===== config.mk =====
export PLATFORM = sky130hd
export DESIGN_NAME = nested_comment_lexer_core_flat
export DESIGN_NICKNAME = d
export VERILOG_FILES = /design/src/hdl/nclx_pkg.sv /design/src/hdl/nclx_if.sv /design/src/hdl/nested_comment_lexer_core.sv /design/src/hdl/nclx_ram.sv /design/src/hdl/nclx_disp.sv /design/src/flat_wrapper.sv
export SDC_FILE = /design/constraint.sdc
export NUM_CORES = 1
export LEC_CHECK = 0
export BUFFER_PORTS_ARGS = -buffer_cell sky130_fd_sc_hd__buf_2
export CORE_MARGIN = 2
export CORE_UTILIZATION = 35
export DETAILED_ROUTE_END_ITERATION = 10
export PLACE_DENSITY = 0.58
export SETUP_SLACK_MARGIN = 0.05
export SYNTH_ARGS = -nofsm -noshare
export SYNTH_HDL_FRONTEND = slang
export SYNTH_SLANG_ARGS = --single-unit

===== constraint.sdc =====
create_clock -name clk -period 44 [get_ports clk]
set_input_delay 8.8 -clock clk [delete_from_list [all_inputs] [get_ports clk]]
set_output_delay 8.8 -clock clk [all_outputs]
set_load 0.01 [all_outputs]

===== src/hdl/nclx_pkg.sv =====
// Package for the nested comment lexer: lexer modes, status codes, state types.
package nclx_pkg;

  localparam int DelimMaxDefault = 32;
  localparam int DepthMaxDefault = 255;

  localparam logic [4:0] M_IDLE         = 5'd0;
  localparam logic [4:0] M_WS_ALLOW     = 5'd1;
  localparam logic [4:0] M_WS_DENY      = 5'd2;
  localparam logic [4:0] M_OPEN_STAR    = 5'd3;
  localparam logic [4:0] M_BODY         = 5'd4;
  localparam logic [4:0] M_IDENT        = 5'd5;
  localparam logic [4:0] M_AFTER_LPAREN = 5'd6;
  localparam logic [4:0] M_AFTER_STAR   = 5'd7;
  localparam logic [4:0] M_STRING       = 5'd8;
  localparam logic [4:0] M_STRING_ESC   = 5'd9;
  localparam logic [4:0] M_CHAR_START   = 5'd10;
  localparam logic [4:0] M_CHAR_ESC     = 5'd11;
  localparam logic [4:0] M_CHAR_DEC     = 5'd12;
  localparam logic [4:0] M_CHAR_HEX     = 5'd13;
  localparam logic [4:0] M_CHAR_OCT     = 5'd14;
  localparam logic [4:0] M_CHAR_CLOSE   = 5'd15;
  localparam logic [4:0] M_QID          = 5'd16;
  localparam logic [4:0] M_QBODY        = 5'd17;
  localparam logic [4:0] M_QMATCH       = 5'd18;

  localparam logic [2:0] ST_SKIP     = 3'd0;
  localparam logic [2:0] ST_CONSUME  = 3'd1;
  localparam logic [2:0] ST_COMPLETE = 3'd2;
  localparam logic [2:0] ST_REJECT   = 3'd3;
  localparam logic [2:0] ST_OVERFLOW = 3'd4;

  localparam int DispatchStages = 5;

  typedef struct packed {
    logic [4:0] mode;
    logic [7:0] depth;
    logic [7:0] held;
    logic [5:0] dlen;
    logic [5:0] mpos;
    logic [1:0] esc;
  } nclx_state_t;

endpackage


===== src/hdl/nclx_if.sv =====
// Valid/ready channel interfaces for the lexer input and result beats.
interface nclx_in_if;
  logic       valid;
  logic       ready;
  logic [7:0] in_byte;
  logic       at_end;
  logic       start_req;
  logic       comment_allowed;
  modport source (output valid, in_byte, at_end, start_req, comment_allowed, input ready);
  modport sink (input valid, in_byte, at_end, start_req, comment_allowed, output ready);
endinterface

interface nclx_out_if;
  logic       valid;
  logic       ready;
  logic [2:0] status;
  logic [7:0] nest_depth;
  modport source (output valid, status, nest_depth, input ready);
  modport sink (input valid, status, nest_depth, output ready);
endinterface


===== src/hdl/nested_comment_lexer_core.sv =====
// Top level of the nested comment lexer: state registers, delimiter RAM, result register.
// A result beat is registered in the cycle after its input beat is accepted.
// One byte per cycle unless out_ch stalls; all re-dispatches resolve in the same cycle.
// The delimiter store is a registered-read RAM addressed with the next match position.
// Reset (synchronous, rst_n low) makes the lexer idle with all counters cleared;
// the delimiter RAM is not cleared and needs no clearing pass.
module nested_comment_lexer_core import nclx_pkg::*; #(
  parameter int DELIM_MAX = DelimMaxDefault,
  parameter int DEPTH_MAX = DepthMaxDefault
) (
  input  logic        clk,
  input  logic        rst_n,
  nclx_in_if.sink     in_ch,
  nclx_out_if.source  out_ch
);
  localparam int Aw = (DELIM_MAX > 1) ? $clog2(DELIM_MAX) : 1;
  localparam int Ns = DispatchStages;

  nclx_state_t st_r, st_nxt, st_start;
  logic        out_valid_r;
  logic [2:0]  status_r, status_nxt;
  logic [7:0]  depth_r;
  logic        accept;

  nclx_state_t    chain_st [Ns+1];
  logic [Ns:0]    live;
  logic [Ns-1:0]  again_v, we_v;
  logic [2:0]     stat_v [Ns];
  logic [Aw-1:0]  waddr_v [Ns];
  logic [7:0]     dl_rdata;
  logic           dl_we;
  logic [Aw-1:0]  dl_waddr;
  logic [Aw-1:0]  dl_raddr;

  assign in_ch.ready = !out_valid_r || out_ch.ready;
  assign accept = in_ch.valid && in_ch.ready;

  always_comb begin
    st_start = st_r;
    if (in_ch.start_req) begin
      st_start = '0;
      st_start.mode = in_ch.comment_allowed ? M_WS_ALLOW : M_WS_DENY;
    end
  end

  assign chain_st[0] = st_start;
  assign live[0] = (st_start.mode != M_IDLE) && !in_ch.at_end;

  for (genvar i = 0; i < Ns; i++) begin : g_disp
    nclx_disp #(.DelimMax(DELIM_MAX), .DepthMax(DEPTH_MAX)) u_disp (
      .st_i     (chain_st[i]),
      .c        (in_ch.in_byte),
      .dl_rdata (dl_rdata),
      .st_o     (chain_st[i+1]),
      .again    (again_v[i]),
      .status   (stat_v[i]),
      .we       (we_v[i]),
      .waddr    (waddr_v[i])
    );
    assign live[i+1] = live[i] && again_v[i];
  end

  always_comb begin
    st_nxt     = st_start;
    status_nxt = ST_REJECT;
    dl_we      = 1'b0;
    dl_waddr   = '0;
    if (st_start.mode == M_IDLE) begin
      status_nxt = ST_REJECT;
    end else if (in_ch.at_end) begin
      st_nxt.mode = M_IDLE;
      status_nxt = ST_REJECT;
    end else begin
      for (int i = Ns - 1; i >= 0; i--) begin
        if (live[i] && !again_v[i]) begin
          st_nxt = chain_st[i+1];
          status_nxt = stat_v[i];
        end
        if (live[i] && we_v[i]) begin
          dl_we = 1'b1;
          dl_waddr = waddr_v[i];
        end
      end
    end
  end

  // Keep the read address on the current match position while stalled.
  assign dl_raddr = accept ? st_nxt.mpos[Aw-1:0] : st_r.mpos[Aw-1:0];

  nclx_ram #(.Width(8), .Depth(DELIM_MAX)) u_delim (
    .clk   (clk),
    .we    (dl_we && accept),
    .waddr (dl_waddr),
    .wdata (in_ch.in_byte),
    .raddr (dl_raddr),
    .rdata (dl_rdata)
  );

  always_ff @(posedge clk) begin
    if (!rst_n) begin
      st_r        <= '0;
      out_valid_r <= 1'b0;
    end else begin
      if (accept) begin
        st_r <= st_nxt;
        out_valid_r <= 1'b1;
      end else if (out_ch.ready) begin
        out_valid_r <= 1'b0;
      end
    end
  end

  always_ff @(posedge clk) begin
    if (accept) begin
      status_r <= status_nxt;
      depth_r  <= st_nxt.depth;
    end
  end

  assign out_ch.valid      = out_valid_r;
  assign out_ch.status     = status_r;
  assign out_ch.nest_depth = depth_r;
endmodule


===== src/hdl/nclx_ram.sv =====
// Generic single-port-write, registered-read RAM.
module nclx_ram #(
  parameter int Width = 8,
  parameter int Depth = 32,
  localparam int Aw = (Depth > 1) ? $clog2(Depth) : 1
) (
  input  logic             clk,
  input  logic             we,
  input  logic [Aw-1:0]    waddr,
  input  logic [Width-1:0] wdata,
  input  logic [Aw-1:0]    raddr,
  output logic [Width-1:0] rdata
);
  logic [Width-1:0] mem [Depth];

  always_ff @(posedge clk) begin
    if (we) begin
      mem[waddr] <= wdata;
    end
    rdata <= mem[raddr];
  end
endmodule


===== src/hdl/nclx_disp.sv =====
// One dispatch of a byte against the lexer state.
module nclx_disp import nclx_pkg::*; #(
  parameter int DelimMax = DelimMaxDefault,
  parameter int DepthMax = DepthMaxDefault,
  localparam int Aw = (DelimMax > 1) ? $clog2(DelimMax) : 1
) (
  input  nclx_state_t   st_i,
  input  logic [7:0]    c,
  input  logic [7:0]    dl_rdata,
  output nclx_state_t   st_o,
  output logic          again,
  output logic [2:0]    status,
  output logic          we,
  output logic [Aw-1:0] waddr
);
  localparam logic [7:0] DepthLim = 8'(DepthMax);
  localparam logic [5:0] DelimLim = 6'(DelimMax);

  logic is_space, is_digit, is_lower, is_alpha, is_hex, is_oct;
  logic [7:0] key;
  logic       took;

  assign is_space = (c == 8'h20) || (c >= 8'd9 && c <= 8'd13);
  assign is_digit = (c >= "0") && (c <= "9");
  assign is_lower = (c >= "a") && (c <= "z");
  assign is_alpha = is_lower || ((c >= "A") && (c <= "Z"));
  assign is_hex   = is_digit || ((c >= "a") && (c <= "f")) || ((c >= "A") && (c <= "F"));
  assign is_oct   = (c >= "0") && (c <= "7");

  always_comb begin
    logic dok;
    st_o   = st_i;
    again  = 1'b0;
    status = ST_CONSUME;
    we     = 1'b0;
    waddr  = st_i.dlen[Aw-1:0];
    key    = c;
    took   = 1'b1;
    dok    = 1'b0;
    case (st_i.mode)
      M_WS_ALLOW, M_WS_DENY: begin
        if (is_space) begin
          status = ST_SKIP;
        end else if (c == "(" && st_i.mode == M_WS_ALLOW) begin
          st_o.mode = M_OPEN_STAR;
        end else begin
          st_o.mode = M_IDLE;
          status = ST_REJECT;
        end
      end
      M_OPEN_STAR: begin
        if (c == "*") begin
          st_o.depth = 8'd1;
          st_o.mode = M_BODY;
        end else begin
          st_o.mode = M_IDLE;
          status = ST_REJECT;
        end
      end
      M_BODY: begin
        if (st_i.held != 8'd0) begin
          key = st_i.held;
          st_o.held = 8'd0;
          took = 1'b0;
        end
        case (key)
          "(":  st_o.mode = M_AFTER_LPAREN;
          "*":  st_o.mode = M_AFTER_STAR;
          "'":  st_o.mode = M_CHAR_START;
          "\"": st_o.mode = M_STRING;
          "{": begin
            st_o.dlen = 6'd0;
            st_o.mode = M_QID;
          end
          default: st_o.mode = (took && (is_alpha || c == "_")) ? M_IDENT : M_BODY;
        endcase
        again = !took;
      end
      M_IDENT: begin
        if (!(is_alpha || is_digit || c == "_" || c == "'")) begin
          st_o.mode = M_BODY;
          again = 1'b1;
        end
      end
      M_AFTER_LPAREN: begin
        if (c == "*") begin
          if (st_i.depth >= DepthLim) begin
            st_o.mode = M_IDLE;
            status = ST_OVERFLOW;
          end else begin
            st_o.depth = st_i.depth + 8'd1;
            st_o.mode = M_BODY;
          end
        end else begin
          st_o.mode = M_BODY;
          again = 1'b1;
        end
      end
      M_AFTER_STAR: begin
        if (c == ")") begin
          if (st_i.depth <= 8'd1) begin
            st_o.depth = 8'd0;
            st_o.mode = M_IDLE;
            status = ST_COMPLETE;
          end else begin
            st_o.depth = st_i.depth - 8'd1;
            st_o.mode = M_BODY;
          end
        end else begin
          st_o.mode = M_BODY;
          again = 1'b1;
        end
      end
      M_STRING: begin
        if (c == "\\") st_o.mode = M_STRING_ESC;
        else if (c == "\"") st_o.mode = M_BODY;
      end
      M_STRING_ESC: st_o.mode = M_STRING;
      M_CHAR_START: begin
        if (c == "\\") begin
          st_o.mode = M_CHAR_ESC;
        end else if (c == "'") begin
          st_o.mode = M_BODY;
        end else if (c == 8'd0) begin
          st_o.mode = M_BODY;
          again = 1'b1;
        end else begin
          st_o.held = c;
          st_o.mode = M_CHAR_CLOSE;
        end
      end
      M_CHAR_ESC: begin
        if (is_digit) begin
          st_o.esc = 2'd2;
          st_o.mode = M_CHAR_DEC;
        end else if (c == "x") begin
          st_o.esc = 2'd2;
          st_o.mode = M_CHAR_HEX;
        end else if (c == "o") begin
          st_o.esc = 2'd3;
          st_o.mode = M_CHAR_OCT;
        end else if (c == "'" || c == "\"" || c == "\\" || c == "n" || c == "t" ||
                     c == "b" || c == "r" || c == " ") begin
          st_o.held = c;
          st_o.mode = M_CHAR_CLOSE;
        end else begin
          st_o.mode = M_BODY;
          again = 1'b1;
        end
      end
      M_CHAR_DEC, M_CHAR_HEX, M_CHAR_OCT: begin
        dok = (st_i.mode == M_CHAR_DEC) ? is_digit :
              (st_i.mode == M_CHAR_HEX) ? is_hex : is_oct;
        if (!dok) begin
          st_o.mode = M_BODY;
          again = 1'b1;
        end else if (st_i.esc <= 2'd1) begin
          st_o.esc = 2'd0;
          st_o.mode = M_CHAR_CLOSE;
        end else begin
          st_o.esc = st_i.esc - 2'd1;
        end
      end
      M_CHAR_CLOSE: begin
        st_o.mode = M_BODY;
        if (c == "'") st_o.held = 8'd0;
        else again = 1'b1;
      end
      M_QID: begin
        if (is_lower || c == "_") begin
          if (st_i.dlen >= DelimLim) begin
            st_o.mode = M_IDLE;
            status = ST_OVERFLOW;
          end else begin
            we = 1'b1;
            st_o.dlen = st_i.dlen + 6'd1;
          end
        end else if (c == "|") begin
          st_o.mode = M_QBODY;
        end else begin
          st_o.mode = M_BODY;
          again = 1'b1;
        end
      end
      M_QBODY: begin
        if (c == "|") begin
          st_o.mpos = 6'd0;
          st_o.mode = M_QMATCH;
        end
      end
      M_QMATCH: begin
        // The stored delimiter byte for mpos was read when the previous byte was accepted.
        if (st_i.mpos < st_i.dlen && st_i.mpos < DelimLim && c == dl_rdata) begin
          st_o.mpos = st_i.mpos + 6'd1;
        end else if (st_i.mpos >= st_i.dlen && c == "}") begin
          st_o.mode = M_BODY;
        end else begin
          st_o.mode = M_QBODY;
          again = 1'b1;
        end
      end
      default: begin
        st_o.mode = M_IDLE;
        status = ST_REJECT;
      end
    endcase
  end
endmodule

===== src/flat_wrapper.sv =====
// flat-port wrapper written by rule: the top's interface ports become plain ports
module nested_comment_lexer_core_flat import nclx_pkg::*;
#(
  parameter int DELIM_MAX = DelimMaxDefault,
  parameter int DEPTH_MAX = DepthMaxDefault
)
  (clk, rst_n, in_ch_valid, in_ch_in_byte, in_ch_at_end, in_ch_start_req, in_ch_comment_allowed, in_ch_ready, out_ch_valid, out_ch_status, out_ch_nest_depth, out_ch_ready);
  nclx_in_if in_ch_i ();
  nclx_out_if out_ch_i ();
  input  logic clk;
  input  logic rst_n;
  input wire logic [$bits(in_ch_i.valid)-1:0] in_ch_valid;
  input wire logic [$bits(in_ch_i.in_byte)-1:0] in_ch_in_byte;
  input wire logic [$bits(in_ch_i.at_end)-1:0] in_ch_at_end;
  input wire logic [$bits(in_ch_i.start_req)-1:0] in_ch_start_req;
  input wire logic [$bits(in_ch_i.comment_allowed)-1:0] in_ch_comment_allowed;
  output wire logic [$bits(in_ch_i.ready)-1:0] in_ch_ready;
  output wire logic [$bits(out_ch_i.valid)-1:0] out_ch_valid;
  output wire logic [$bits(out_ch_i.status)-1:0] out_ch_status;
  output wire logic [$bits(out_ch_i.nest_depth)-1:0] out_ch_nest_depth;
  input wire logic [$bits(out_ch_i.ready)-1:0] out_ch_ready;
  assign in_ch_i.valid = in_ch_valid;
  assign in_ch_i.in_byte = in_ch_in_byte;
  assign in_ch_i.at_end = in_ch_at_end;
  assign in_ch_i.start_req = in_ch_start_req;
  assign in_ch_i.comment_allowed = in_ch_comment_allowed;
  assign in_ch_ready = in_ch_i.ready;
  assign out_ch_valid = out_ch_i.valid;
  assign out_ch_status = out_ch_i.status;
  assign out_ch_nest_depth = out_ch_i.nest_depth;
  assign out_ch_i.ready = out_ch_ready;
  nested_comment_lexer_core #(.DELIM_MAX(DELIM_MAX), .DEPTH_MAX(DEPTH_MAX)) u_core (.clk(clk), .rst_n(rst_n), .in_ch(in_ch_i), .out_ch(out_ch_i));
endmodule

==> results.py <==
metrics = {
    "global_routing": {
        "overflow": 0,
        "grt_pass1_wl_mm": 127,
        "grt_use_total_pct": 26.6,
        "antenna_found_initial": 1,
        "first_global_vias": 18713,
        "grt_max_degree": 97,
    },
    "yosys": {
        "synthDistinctLibCells": 105,
        "synth_xor_area_share_pct": 0.862,
        "synth-adder-area-share_pct": 2.35,
        "seq_area_frac_synth_pct": 41.7,
        "netlist_area_um2": 21300,
        "syn_avg_cell_area_um2": 9.16,
        "yosysWarnings": 0,
        "synth_top_family_by_area": "compound AO/OA/AOI/OAI gates",
        "synthArstFlopShare_pct": 0,
        "ys.flop_type": "edfxtp_1",
        "synth_edf_count": 267,
        "synthSimpleGateAreaFrac_pct": 22.3,
        "synthMuxAreaShare_pct": 3.68,
        "synth_fp_nets": 2384,
        "synth_seq_cells": 311,
        "syn_inst": 2329,
        "synth_compound_area_share_pct": 25.2,
    },
    "clocking": {
        "cts_resized": 0,
        "clk-insertion-delay-late_ns": 0.56,
        "cts-root-buf": "clkbuf_16",
        "cts.clk_slew.worst_paths_ns": 0.06,
        "cts.hold.buffers_added": 0,
        "cts_tree": "done",
        "cts_setup_buffers": 0,
        "numCtsBuffers": 35,
        "htreeDepth": 2,
        "cts.path.max_buffers": 3,
        "cts.sinks": 311,
    },
    "placement": {
        "port_buffers": 27,
        "place_inst": 3027,
        "gp_congestion": 1.05,
        "hpwlAfterDp_mm": 60.7,
    },
    "floorplanning": {
        "die_w_um": 251,
        "io-pin-count": 28,
        "rows": 90,
        "initial_utilization_pct": 35.3,
        "core_region_area_um2": 60400,
        "dieArea_um2": 62900,
        "die_height_um": 251,
    },
    "timing": {
        "period_needed_ns": 21.48,
        "fin_worst_skew_ns": 0.0308,
        "slew-limit-headroom_pct": 15.7,
        "worst_slew_pin_slew_ns": 1.26,
        "timing.hold.ws_ns": 0.513,
        "setup_tns_ns": 0,
        "fmax_ghz": 0.0466,
        "finalSetupViolCount": 0,
        "grt_setup_unrepaired": "no",
        "period_share_pct": 48.8,
        "drv_slew": 0,
        "hold_viol": 0,
    },
    "worst_hold_path": {
        "whs_endpoint": "u_core.st_r[7]$_SDFFE_PN0P_",
        "min_path_type": "register to register",
        "holdPathStages": 2,
        "hp-start": "u_core.st_r[7]$_SDFFE_PN0P_",
    },
    "setup_path": {
        "cp_common_cell": "o21ai_0",
        "r2r_cells": 52,
        "timing.rr.start": "u_core.st_r[10]$_SDFFE_PN0P_",
        "cp-start-kind": "input pin",
        "critPathMaxFanout": 49,
        "max_stage_delay_ns": 0.84,
        "crit_arrival_ns": 21.89,
        "slowest_stage": "nor4_1",
        "rrSetupSlack_ns": 31.48,
        "worst_r2r_endpoint": "u_core.st_r[8]$_SDFFE_PN0P_",
        "cp_num_buf_inv": 10,
        "crit_type": "input pin to register",
        "path_delay_family": "simple AND/OR/NAND/NOR gates",
        "cp-end-kind": "register",
        "critPathRequiredTime_ns": 44.42,
    },
    "power": {
        "p_leak_nw": 7.72,
        "ir_drop_mv": 0.0257,
        "power.total_mw": 0.659,
        "power_density_nw_per_um2": 28.2,
    },
    "detailed_routing": {
        "drtPass1Iterations": 6,
        "routed_wl_mm": 86.5,
        "ant_nets": 0,
        "route.detailed.drc": 0,
        "vias": 20456,
        "drtIter0Drc": 2886,
        "avgRoutedWirePerCell_um": 28.0,
        "vias_per_cell": 6.62,
    },
    "cells_and_area": {
        "final_cells": 3091,
        "fin_nets": 2337,
        "areaGrowthSynthToFinish_pct": 9.49,
        "layout-drive-gt1-share_pct": 9.40,
    },
    "run": {
        "cap_violations": 0,
    },
    "outcome": {
        "outcome": "finished clean",
    },
}
## flip-flops by register name, indices dropped and copies added (netlist names)
name and count:
u_core.out_ch.nest_depth 8, u_core.out_ch.status 3, u_core.out_ch.valid 1, u_core.st_r 35, u_core.u_delim.mem 256, u_core.u_delim.rdata 8
## metal layers
| metal | wire, um | GRT usage [%] | vias to the layer above |
|---|---|---|---|
| met5 | 0 | 0 | - |
| met4 | 1910 | 5.92 | 0 |
| met3 | 10600 | 7.36 | 123 |
| met2 | 34700 | 36.8 | 1307 |
| met1 | 39200 | 40.8 | 10041 |
| li1 | - | - | 8985 |
## Yosys cell counts, types with 14 or more instances
master     instances  area (um^2)
edfxtp_1         267         8020
nand2_1          263          987
nor2_1           169          634
a21oi_1          146          731
clkbuf_1         124          465
o21ai_0          109          546
and2_1            77          482
nand3_1           74          370
a211oi_1          70          526
nor3_1            66          330
a31oi_1           58          363
mux2i_1           57          571
inv_1             49          184
dfxtp_1           44          881
ha_1              40          500
nor4_1            39          244
nor2b_1           34          213
and3_1            30          188
a22oi_1           29          218
o211ai_1          29          218
nand4_1           27          169
or3_1             27          169
o31ai_1           25          188
a2111oi_0         24          210
buf_2             24          120
a21o_1            22          165
a31o_2            22          193
a311oi_1          20          175
nand2b_1          20          125
o31a_1            17          149
or4_1             15          113
o22ai_1           14         87.6
or2_2             14         87.6
## worst min-delay path, delay by kind of cell (launching register included)
family | cells | cell delay, ns
AND/OR/NAND/NOR | 1 | 0.07
flip-flops | 1 | 0.33
AO/OA/AOI/OAI | 1 | 0.08
## kinds of logic after synthesis
logic type / Yosys count
mux: 68
compound gates: 754
flops: 311
simple gates: 922
fa+ha+maj: 40
buf+inv: 213
xor+xnor: 21
## placed cells by master, fill, tap and decap left out, drive strengths merged, types with 18 or more instances in the layout
| cell type | Yosys | final |
|---|---|---|
| and3 | 31 | 31 |
| ha | 40 | 40 |
| a211oi | 70 | 70 |
| mux2i | 57 | 57 |
| inv | 50 | 53 |
| nor2b | 34 | 34 |
| edfxtp | 267 | 267 |
| a31oi | 58 | 58 |
| nor4 | 41 | 41 |
| nor2 | 170 | 170 |
| o211ai | 30 | 30 |
| and2 | 79 | 79 |
| a2111oi | 26 | 26 |
| nor3 | 67 | 67 |
| nand4 | 28 | 28 |
| nand2b | 20 | 20 |
| dfxtp | 44 | 44 |
| or3 | 27 | 27 |
| o21ai | 121 | 121 |
| a22oi | 29 | 29 |
| a31o | 22 | 22 |
| a21o | 22 | 22 |
| nand2 | 263 | 263 |
| buf | 37 | 77 |
| o31ai | 27 | 27 |
| clkbuf | 124 | 39 |
| a311oi | 20 | 20 |
| nand3 | 74 | 74 |
| o31a | 18 | 18 |
| a21oi | 146 | 146 |
## power by group
part           switching (mW)  internal (mW)  total, mW  leakage, nW
Sequential            0.00153          0.321      0.322         2.76
Combinational          0.0341         0.0112     0.0453         4.41
Clock                   0.123          0.168      0.291        0.544
## stage by stage
| step | area [um^2] | worst slack, ns | utilization (%) |
|---|---|---|---|
| 2_1_floorplan | 21300 | 24.14 | - |
| 3_3_place_gp | 22200 | 22.96 | 36.8 |
| 3_5_place_dp | 22200 | 22.51 | 36.8 |
| 4_1_cts | 23300 | 23.03 | 38.7 |
| 5_1_grt | 23300 | 21.60 | 38.7 |
| 6_report | 23400 | 22.52 | 38.7 |
## layout make-up
class                   count  area (um^2)
diodes                      1         2.50
clock buffers              39          912
clock inverters            24          218
fillers                  6022        37000
inverters                  52          195
multi-input cells        1805        11600
flip-flops and latches    311         8900
well taps                 782          978
repair buffers             77          510
## how the worst max path moves through the flow
stage	startpoint	endpoint	slack [ns]	cells past startpoint
after CTS	in_ch_start_req	u_core.st_r[8]$_SDFFE_PN0P_	23.03	53
after detailed placement	in_ch_start_req	u_core.st_r[8]$_SDFFE_PN0P_	22.51	53
final	in_ch_start_req	u_core.st_r[8]$_SDFFE_PN0P_	22.52	55
after floorplan	in_ch_start_req	u_core.st_r[8]$_SDFFE_PN0P_	24.14	63
after global routing	in_ch_start_req	u_core.st_r[8]$_SDFFE_PN0P_	21.60	55
after global placement	in_ch_start_req	u_core.st_r[8]$_SDFFE_PN0P_	22.96	53
No activity file was read; power rests on OpenSTA's default activity.
